## config.mk

```make
export PLATFORM = sky130hd
export DESIGN_NAME = keypad_event_decoder_core
export DESIGN_NICKNAME = d
export VERILOG_FILES = /design/src/rtl/core/ked_pkg.sv /design/src/rtl/core/keypad_event_decoder_core.sv /design/src/rtl/core/ked_hist_cell.sv /design/src/rtl/core/ked_chord.sv
export SDC_FILE = /design/constraint.sdc
export NUM_CORES = 1
export LEC_CHECK = 0
export BUFFER_PORTS_ARGS = -buffer_cell sky130_fd_sc_hd__buf_2
export CORE_AREA = 10 10 115 117
export CTS_CLUSTER_DIAMETER = 150
export DETAILED_ROUTE_END_ITERATION = 12
export DIE_AREA = 0 0 125 127
export PLACE_DENSITY = 0.66
export SLEW_MARGIN = 20
export SYNTH_ARGS = -nofsm -noshare
export SYNTH_HDL_FRONTEND = slang
export SYNTH_SLANG_ARGS = --single-unit
export TNS_END_PERCENT = 5
```

## constraint.sdc

```tcl
create_clock -name clk -period 3.06 [get_ports clk]
set_clock_uncertainty 0.15 [all_clocks]
set_input_delay 0.765 -clock clk [delete_from_list [all_inputs] [get_ports clk]]
set_output_delay 0.765 -clock clk [all_outputs]
set_load 0.03 [all_outputs]
```

## src/rtl/core/ked_pkg.sv

```systemverilog
// shared types, constants and lookup functions for the keypad event decoder
`default_nettype none

package ked_pkg;

    // event kinds of an input word
    localparam logic [1:0] KIND_PRESS   = 2'd0;
    localparam logic [1:0] KIND_RELEASE = 2'd1;
    localparam logic [1:0] KIND_BARCODE = 2'd2;

    // result kinds
    localparam logic [1:0] RES_NOTHING   = 2'd0;
    localparam logic [1:0] RES_KEYSTROKE = 2'd1;
    localparam logic [1:0] RES_BARCODE   = 2'd2;

    // command codes
    localparam logic [3:0] CMD_START_AGAIN = 4'd0;
    localparam logic [3:0] CMD_UP          = 4'd1;
    localparam logic [3:0] CMD_PREVIOUS    = 4'd2;
    localparam logic [3:0] CMD_DOWN        = 4'd3;
    localparam logic [3:0] CMD_NEXT        = 4'd4;
    localparam logic [3:0] CMD_SELECT      = 4'd5;
    localparam logic [3:0] CMD_UNDO        = 4'd6;
    localparam logic [3:0] CMD_FINISH      = 4'd7;
    localparam logic [3:0] CMD_VOL_DOWN    = 4'd8;
    localparam logic [3:0] CMD_VOL_UP      = 4'd9;
    localparam logic [3:0] CMD_UNUSED      = 4'd10;

    localparam logic [7:0] LEFT_SHIFT_CODE = 8'd50;

    localparam int SEQ_LEN   = 8;
    localparam int CHORD_LEN = 3;

    typedef logic [7:0] key_t;
    typedef logic [SEQ_LEN-1:0][7:0] seq_t;
    typedef logic [CHORD_LEN-1:0][7:0] chord_keys_t;

    // entry 0 is the oldest key of the sequence
    localparam seq_t RESET_SEQ =
        {8'h59, 8'h59, 8'h59, 8'h13, 8'h13, 8'h59, 8'h59, 8'h59};
    localparam seq_t SHUTDOWN_SEQ =
        {8'h13, 8'h13, 8'h13, 8'h59, 8'h59, 8'h13, 8'h13, 8'h13};

    // entry 0 sits in the low byte
    localparam chord_keys_t RESET_CHORD    = {8'h57, 8'h51, 8'h54};
    localparam chord_keys_t SHUTDOWN_CHORD = {8'h59, 8'h4F, 8'h54};

    // chord mark control between the top level and a chord tracker
    typedef struct packed {
        logic press;
        logic release_key;
        logic clear;
    } chord_ctl_t;

    // one result word
    typedef struct packed {
        logic [1:0] result_kind;
        logic [3:0] command;
        logic       reset_request;
        logic       shutdown_request;
    } result_t;

    // second keypad style to first style; bit 8 flags a remapped code
    function automatic logic [8:0] remap_code(input logic [7:0] code, input logic shift);
        logic [8:0] r;
        begin
            case (code)
                8'h0a:   r = {1'b1, 8'h4d};
                8'h0b:   r = {1'b1, 8'h50};
                8'h0d:   r = {1'b1, 8'h53};
                8'h0e:   r = {1'b1, 8'h5a};
                8'h0f:   r = {1'b1, 8'h55};
                8'h10:   r = {1'b1, 8'h6a};
                8'h11:   r = shift ? {1'b1, 8'h16} : {1'b1, 8'h58};
                8'h12:   r = {1'b1, 8'h3f};
                8'h0c:   r = shift ? {1'b1, 8'h68} : {1'b1, 8'h59};
                8'h13:   r = {1'b1, 8'h13};
                default: r = {1'b0, code};
            endcase
            return r;
        end
    endfunction

    // key to command
    function automatic logic [3:0] map_command(input logic [7:0] code);
        logic [3:0] c;
        begin
            case (code)
                8'h4d:   c = CMD_START_AGAIN;
                8'h50:   c = CMD_UP;
                8'h53:   c = CMD_PREVIOUS;
                8'h58:   c = CMD_DOWN;
                8'h55:   c = CMD_NEXT;
                8'h5a:   c = CMD_SELECT;
                8'h16:   c = CMD_UNDO;
                8'h68:   c = CMD_FINISH;
                8'h6a:   c = CMD_VOL_DOWN;
                8'h3f:   c = CMD_VOL_UP;
                default: c = CMD_UNUSED;
            endcase
            return c;
        end
    endfunction

endpackage

`default_nettype wire

```

## src/rtl/core/keypad_event_decoder_core.sv

```systemverilog
// keypad event decoder top level: history cell chain, chord trackers, output buffer
`default_nettype none

// Decodes one keypad event per word and returns one result word for each.
// An event is taken in the cycle it is offered if input ready is high; its
// result is registered in output or skid, so one word per clock is sustained
// while the output side keeps up. A two-entry output buffer (output register
// plus skid register) lets one more word in while a result waits; input ready
// drops only when both entries hold words. The key history is a chain of
// HISTORY_DEPTH cells; the newest key enters the last cell and every cell
// hands its key to its older neighbor on each remapped press. The newest
// eight cells are compared against the reset and shutdown sequences in the
// same cycle. A reset or shutdown request clears the history and the chord
// marks. No clearing pass is needed after reset.

module keypad_event_decoder_core #(
    parameter int HISTORY_DEPTH = 8
) (
    input  wire logic       clk,
    input  wire logic       rst_n,
    input  wire logic       in_valid,
    output logic            in_ready,
    input  wire logic [1:0] event_kind,
    input  wire logic [7:0] key_code,
    input  wire logic       shift_held,
    output logic            out_valid,
    input  wire logic       out_ready,
    output logic [1:0]      result_kind,
    output logic [3:0]      command,
    output logic            reset_request,
    output logic            shutdown_request
);

    localparam int FIRST_WATCHED = HISTORY_DEPTH - ked_pkg::SEQ_LEN;

    logic                    accept;
    logic                    take;
    logic                    is_press;
    logic                    is_release;
    logic                    is_barcode;
    logic [8:0]              remapped;
    logic                    was_remapped;
    logic [7:0]              code;
    logic                    shift_en;
    logic                    hist_clear;
    logic                    seq_rst;
    logic                    seq_shd;
    logic                    rst_full;
    logic                    shd_full;
    logic                    rst_req;
    logic                    shd_req;
    ked_pkg::chord_ctl_t     chord_ctl;
    ked_pkg::result_t        result;
    ked_pkg::result_t        out_reg;
    ked_pkg::result_t        out_next;
    ked_pkg::result_t        skid_reg;
    ked_pkg::result_t        skid_next;
    logic                    out_valid_reg;
    logic                    out_valid_next;
    logic                    skid_valid_reg;
    logic                    skid_valid_next;
    logic [7:0]              cell_in  [HISTORY_DEPTH];
    logic [7:0]              cell_out [HISTORY_DEPTH];
    logic [HISTORY_DEPTH-1:0] rst_hits;
    logic [HISTORY_DEPTH-1:0] shd_hits;

    // handshakes
    assign in_ready = !skid_valid_reg;
    assign accept   = in_valid && in_ready;
    assign take     = out_valid_reg && out_ready;

    // event decode and keypad style remap
    assign is_press     = (event_kind == ked_pkg::KIND_PRESS);
    assign is_release   = (event_kind == ked_pkg::KIND_RELEASE);
    assign is_barcode   = (event_kind == ked_pkg::KIND_BARCODE);
    assign remapped     = ked_pkg::remap_code(key_code, shift_held);
    assign was_remapped = remapped[8];
    assign code         = remapped[7:0];

    assign shift_en = accept && is_press && was_remapped;

    // history cell chain, cell 0 oldest
    for (genvar i = 0; i < HISTORY_DEPTH; i++)
    begin : g_cell
        localparam int SEQ_POS = (i >= FIRST_WATCHED) ? (i - FIRST_WATCHED) : 0;

        if (i == HISTORY_DEPTH - 1)
        begin : g_head
            assign cell_in[i] = code;
        end
        else
        begin : g_link
            assign cell_in[i] = cell_out[i+1];
        end

        ked_hist_cell u_cell (
            .clk      (clk),
            .rst_n    (rst_n),
            .shift_en (shift_en),
            .clear    (hist_clear),
            .data_in  (cell_in[i]),
            .watch    (i >= FIRST_WATCHED),
            .rst_key  (ked_pkg::RESET_SEQ[SEQ_POS]),
            .shd_key  (ked_pkg::SHUTDOWN_SEQ[SEQ_POS]),
            .data_out (cell_out[i]),
            .rst_hit  (rst_hits[i]),
            .shd_hit  (shd_hits[i])
        );
    end

    // sequence matches only count on a remapped press
    assign seq_rst = was_remapped && (&rst_hits);
    assign seq_shd = was_remapped && (&shd_hits);

    // chord trackers
    assign chord_ctl.press       = accept && is_press;
    assign chord_ctl.release_key = accept && is_release;
    assign chord_ctl.clear       = hist_clear;

    ked_chord u_rst_chord (
        .clk   (clk),
        .rst_n (rst_n),
        .ctl   (chord_ctl),
        .code  (code),
        .keys  (ked_pkg::RESET_CHORD),
        .full  (rst_full)
    );

    ked_chord u_shd_chord (
        .clk   (clk),
        .rst_n (rst_n),
        .ctl   (chord_ctl),
        .code  (code),
        .keys  (ked_pkg::SHUTDOWN_CHORD),
        .full  (shd_full)
    );

    // requests, reset over shutdown
    assign rst_req    = is_press && (seq_rst || rst_full);
    assign shd_req    = is_press && !rst_req && (seq_shd || shd_full);
    assign hist_clear = accept && (rst_req || shd_req);

    // result word
    always_comb
    begin
        result.result_kind      = ked_pkg::RES_NOTHING;
        result.command          = ked_pkg::CMD_UNUSED;
        result.reset_request    = rst_req;
        result.shutdown_request = shd_req;
        if (is_press)
        begin
            if (!rst_req && !shd_req && (code != ked_pkg::LEFT_SHIFT_CODE))
            begin
                result.result_kind = ked_pkg::RES_KEYSTROKE;
                result.command     = ked_pkg::map_command(code);
            end
        end
        else if (is_barcode)
        begin
            result.result_kind = ked_pkg::RES_BARCODE;
        end
    end

    // output register with skid entry
    always_comb
    begin
        out_next        = out_reg;
        out_valid_next  = out_valid_reg;
        skid_next       = skid_reg;
        skid_valid_next = skid_valid_reg;
        if (take || !out_valid_reg)
        begin
            if (skid_valid_reg)
            begin
                out_next        = skid_reg;
                out_valid_next  = 1'b1;
                skid_valid_next = 1'b0;
            end
            else if (accept)
            begin
                out_next       = result;
                out_valid_next = 1'b1;
            end
            else
            begin
                out_valid_next = 1'b0;
            end
        end
        else if (accept)
        begin
            skid_next       = result;
            skid_valid_next = 1'b1;
        end
    end

    always_ff @(posedge clk or negedge rst_n)
    begin
        if (!rst_n)
        begin
            out_valid_reg  <= 1'b0;
            skid_valid_reg <= 1'b0;
        end
        else
        begin
            out_valid_reg  <= out_valid_next;
            skid_valid_reg <= skid_valid_next;
        end
    end

    always_ff @(posedge clk)
    begin
        out_reg  <= out_next;
        skid_reg <= skid_next;
    end

    assign out_valid        = out_valid_reg;
    assign result_kind      = out_reg.result_kind;
    assign command          = out_reg.command;
    assign reset_request    = out_reg.reset_request;
    assign shutdown_request = out_reg.shutdown_request;

endmodule

`default_nettype wire

```

## src/rtl/core/ked_hist_cell.sv

```systemverilog
// one history cell: holds a key, takes its neighbor's key on a shift, flags pattern hits
`default_nettype none

module ked_hist_cell (
    input  wire logic         clk,
    input  wire logic         rst_n,
    input  wire logic         shift_en,
    input  wire logic         clear,
    input  wire logic [7:0]   data_in,
    input  wire logic         watch,
    input  wire logic [7:0]   rst_key,
    input  wire logic [7:0]   shd_key,
    output logic [7:0]        data_out,
    output logic              rst_hit,
    output logic              shd_hit
);

    logic [7:0] val_reg;
    logic [7:0] val_next;

    // hits look at the key this cell holds after the shift
    assign rst_hit = !watch || (data_in == rst_key);
    assign shd_hit = !watch || (data_in == shd_key);
    assign data_out = val_reg;

    // clear wins over shift
    always_comb
    begin
        val_next = val_reg;
        if (clear)
        begin
            val_next = 8'h00;
        end
        else if (shift_en)
        begin
            val_next = data_in;
        end
    end

    always_ff @(posedge clk or negedge rst_n)
    begin
        if (!rst_n)
        begin
            val_reg <= 8'h00;
        end
        else
        begin
            val_reg <= val_next;
        end
    end

endmodule

`default_nettype wire

```

## src/rtl/core/ked_chord.sv

```systemverilog
// three-key chord tracker: press and release marks
`default_nettype none

module ked_chord (
    input  wire logic                 clk,
    input  wire logic                 rst_n,
    input  wire ked_pkg::chord_ctl_t  ctl,
    input  wire logic [7:0]           code,
    input  wire ked_pkg::chord_keys_t keys,
    output logic                      full
);

    logic [ked_pkg::CHORD_LEN-1:0] marks_reg;
    logic [ked_pkg::CHORD_LEN-1:0] marks_next;
    logic [ked_pkg::CHORD_LEN-1:0] hit;
    logic [ked_pkg::CHORD_LEN-1:0] set_marks;

    // which chord keys the code names
    always_comb
    begin
        for (int i = 0; i < ked_pkg::CHORD_LEN; i++)
        begin
            hit[i] = (keys[i] == code);
        end
    end

    // chord complete once this press is marked
    assign set_marks = marks_reg | hit;
    assign full = &set_marks;

    always_comb
    begin
        marks_next = marks_reg;
        if (ctl.clear)
        begin
            marks_next = '0;
        end
        else if (ctl.press)
        begin
            marks_next = set_marks;
        end
        else if (ctl.release_key)
        begin
            marks_next = marks_reg & ~hit;
        end
    end

    always_ff @(posedge clk or negedge rst_n)
    begin
        if (!rst_n)
        begin
            marks_reg <= '0;
        end
        else
        begin
            marks_reg <= marks_next;
        end
    end

endmodule

`default_nettype wire
```

==> flow_metrics.env <==
export IMPL_grt_use_total=0.1584
export IMPL_rsz0062_at_grt="yes"
export IMPL_hold_path_class="in -> async"
export IMPL_grt_antenna_before_repair=0
export IMPL_synth_seq_cells=80
export IMPL_synthSimpleGateAreaFrac=0.2654
export IMPL_rows=39
export IMPL_synth_xor_area_frac=0.002035
export IMPL_grt_pass1_wl_um=21090
export IMPL_path_delay_family="simple AND/OR/NAND/NOR gates"
export IMPL_ys_async_sr_fraction=0.8000
export IMPL_insertion_delay_ps=350
export IMPL_drv_cap=0
export IMPL_dieHeight_um=127
export IMPL_layout_nets=620
export IMPL_gr_max_usage_layer="met2"
export IMPL_setup_viol=76
export IMPL_synthesis_area_sq_mm=0.004304
export IMPL_avgSynthCellArea_sq_um=9.138
export IMPL_synthMuxAreaShare=0.01453
export IMPL_drt_first_pass_iters=4
export IMPL_status="finished with violations"
export IMPL_synth_edf_count=16
export IMPL_final_area_sq_mm=0.006269
export IMPL_final_cell_mix="115 x nand2_1, 109 x buf_4, 64 x dfrtp_1, 43 x a21oi_1, 30 x nor2_1"
export IMPL_synth_ff_type="dfrtp_1"
export IMPL_arrival_ps=3580
export IMPL_synth_seq_area_share=0.4837
export IMPL_cp_common_cell="buf_6"
export IMPL_met1_usage=0.1898
export IMPL_finalSetupTns_ps=-27450
export IMPL_worst_path_max_delay_cell="or3_4"
export IMPL_finalHoldViolCount=0
export IMPL_initial_core_util=0.3869
export IMPL_critPathKind="in -> reg"
export IMPL_wl_um=12520
export IMPL_p_per_area_mw_per_mm2=424.3
export IMPL_n_fill_cell=988
export IMPL_core_area_sq_mm=0.01113
export IMPL_met2_usage=0.2715
export IMPL_hpwl_um=8434
export IMPL_antenna_left=0
export IMPL_ctsLongestPathBuffers=2
export IMPL_place_area_sq_mm=0.005445
export IMPL_tightest_slew_ps=690.2
export IMPL_port_buffers=24
export IMPL_ctsHoldBuffers=0
export IMPL_slew_violations=0
export IMPL_end_kind="flip-flop"
export IMPL_violations="negative setup slack"
export IMPL_path_buf_inv=6
export IMPL_grt_pass1_vias=4300
export IMPL_r2r_cells=12
export IMPL_synth_top_family_by_area="simple AND/OR/NAND/NOR gates"
export IMPL_grt_util_met3=0.03681
export IMPL_synth_compound_area_share=0.1939
export IMPL_final_common_cell="nand2_1"
export IMPL_largest_register_ff_count=56
export IMPL_post_route_min_period_ps=3494
export IMPL_multi_input_area_sq_mm=0.002333
export IMPL_drc_errors=0
export IMPL_viasPerCell=5.441
export IMPL_fmax_mhz=286.2
export IMPL_fin_crit_sh=1.142
export IMPL_crit_path_max_fanout=6
export IMPL_drtIter0Drc=240
export IMPL_ys_warn_count=0
export IMPL_overflow=0
export IMPL_path_clk_slew_ps=70
export IMPL_r2r_end="u_shd_chord.marks_reg[0]"
export IMPL_critPathRequiredTime_ps=3150
export IMPL_worst_r2r_setup_slack_ps=70
export IMPL_crit_chain="buf_8, or3_4, or3_4, buf_6, o21a_4, or3_4, nor4_4, o221a_2, buf_6, o31a_4, buf_6, buf_6, buf_16, nor2_1"
export IMPL_start_kind="input pin"
export IMPL_cts_tree="yes"
export IMPL_p_leak_uw=0.002660
export IMPL_peakVddDrop_mv=0.3975
export IMPL_fin_ws_ps=-434.2
export IMPL_yosysUniqueCellTypes=72
export IMPL_syn2layout_area_growth_pct=45.64
export IMPL_root_buffer="clkbuf_16"
export IMPL_cts_buffers=9
export IMPL_slowest_delay_ps=410
export IMPL_relSlewSlack=0.5389
export IMPL_netlist_instances=471
export IMPL_routedWlPerCell_um=16.62
export IMPL_gp_congestion=0.8553
export IMPL_synth_top_area_frac=0.3721
export IMPL_dieArea_sq_mm=0.01588
export IMPL_vias=4097
export IMPL_io_pins=25
export IMPL_r2r_start="g_cell[7].u_cell.data_out[2]"
export IMPL_synth_nets=486
export IMPL_seqCellArea_sq_mm=0.002082
export IMPL_synth_area_leader_cell="dfrtp_1"
export IMPL_synth_fa_ha_area_frac=0
export IMPL_n_antenna_cell=0
export IMPL_synthTopCellsByArea="dfrtp_1 37%, edfxtp_1 11%, nand2_1 10%"
export IMPL_drive_above_1_share=0.3738
export IMPL_die_width_um=125
export IMPL_grt_start_max_net_pins=30
export IMPL_cts_sinks=80
export IMPL_htreeDepth=3
[layout make-up]
| cell class | instances | share of cell area |
|---|---|---|
| flip-flops and latches | 80 | 0.3321 |
| clock buffers | 10 | 0.03812 |
| inverters | 4 | 0.002395 |
| clock inverters | 6 | 0.01437 |
| well taps | 143 | 0.02854 |
| multi-input cells | 358 | 0.3723 |
| repair buffers | 152 | 0.2122 |
[power by group]
part           internal [uW]  total [uW]  switching, uW  leakage [uW]
sequential              1120        1150           23.1       0.00103
clock                    740        1180            437      0.000164
combinational            153         337            185       0.00146
[logic make-up (layout without fill, tap and decap cells)]
kind of cell | count (synthesis) | in the layout
buffers and inverters | 33 | 172
XOR/XNOR | 1 | 1
AND/OR/NAND/NOR | 229 | 229
AO/OA/AOI/OAI | 122 | 122
flip-flops | 80 | 80
multiplexers | 6 | 6
[Yosys cell counts (all sizes together), types with 6 or more instances]
cell type,n
nand2,115
dfrtp,64
a21oi,59
nor2,34
clkbuf,17
edfxtp,16
nor3,13
buf,12
nand3,11
nor4b,9
a211oi,8
nor4,6
nor4bb,6
[worst max path at each step]
stage,slack (ps),end,cells after the start,startpoint
6_report,-430,u_shd_chord.marks_reg[0],14,key_code[7]
5_1_grt,-520,skid_reg[3],13,key_code[7]
4_1_cts,-430,g_cell[5].u_cell.data_out[5],14,key_code[7]
3_5_place_dp,-930,command[2],11,key_code[5]
3_3_place_gp,-1000,command[2],11,key_code[5]
2_1_floorplan,-710,skid_reg[3],10,key_code[6]
[layer usage]
metal / up-vias / wire [um] / part of all wire
li1: 2004 / - / -
met1: 2008 / 5497 / 0.44
met2: 67 / 6365 / 0.51
met3: 18 / 450 / 0.036
met4: 0 / 202 / 0.016
met5: - / 0 / 0
[through the flow]
stage,hold WS [ps],total power (uW),worst slack (ps),std cells,util
floorplan,319.4,1313,-713.2,471,-
finish,298.8,2660,-434.2,753,0.5634
global placement,360.1,1474,-1005,718,0.4894
detailed placement,364.8,1481,-930.8,718,0.4894
CTS,325.2,2674,-431.3,751,0.5527
global route,348.0,2770,-515.3,753,0.5634
[timing repair]
action                     in CTS  in global routing
gates resized for setup        39                 20
setup buffers                  13                  2
gates cloned                    5                  1
pin swaps                      18                  6
setup endpoints to repair      76                 76
Power figures use the tool's default switching activity.
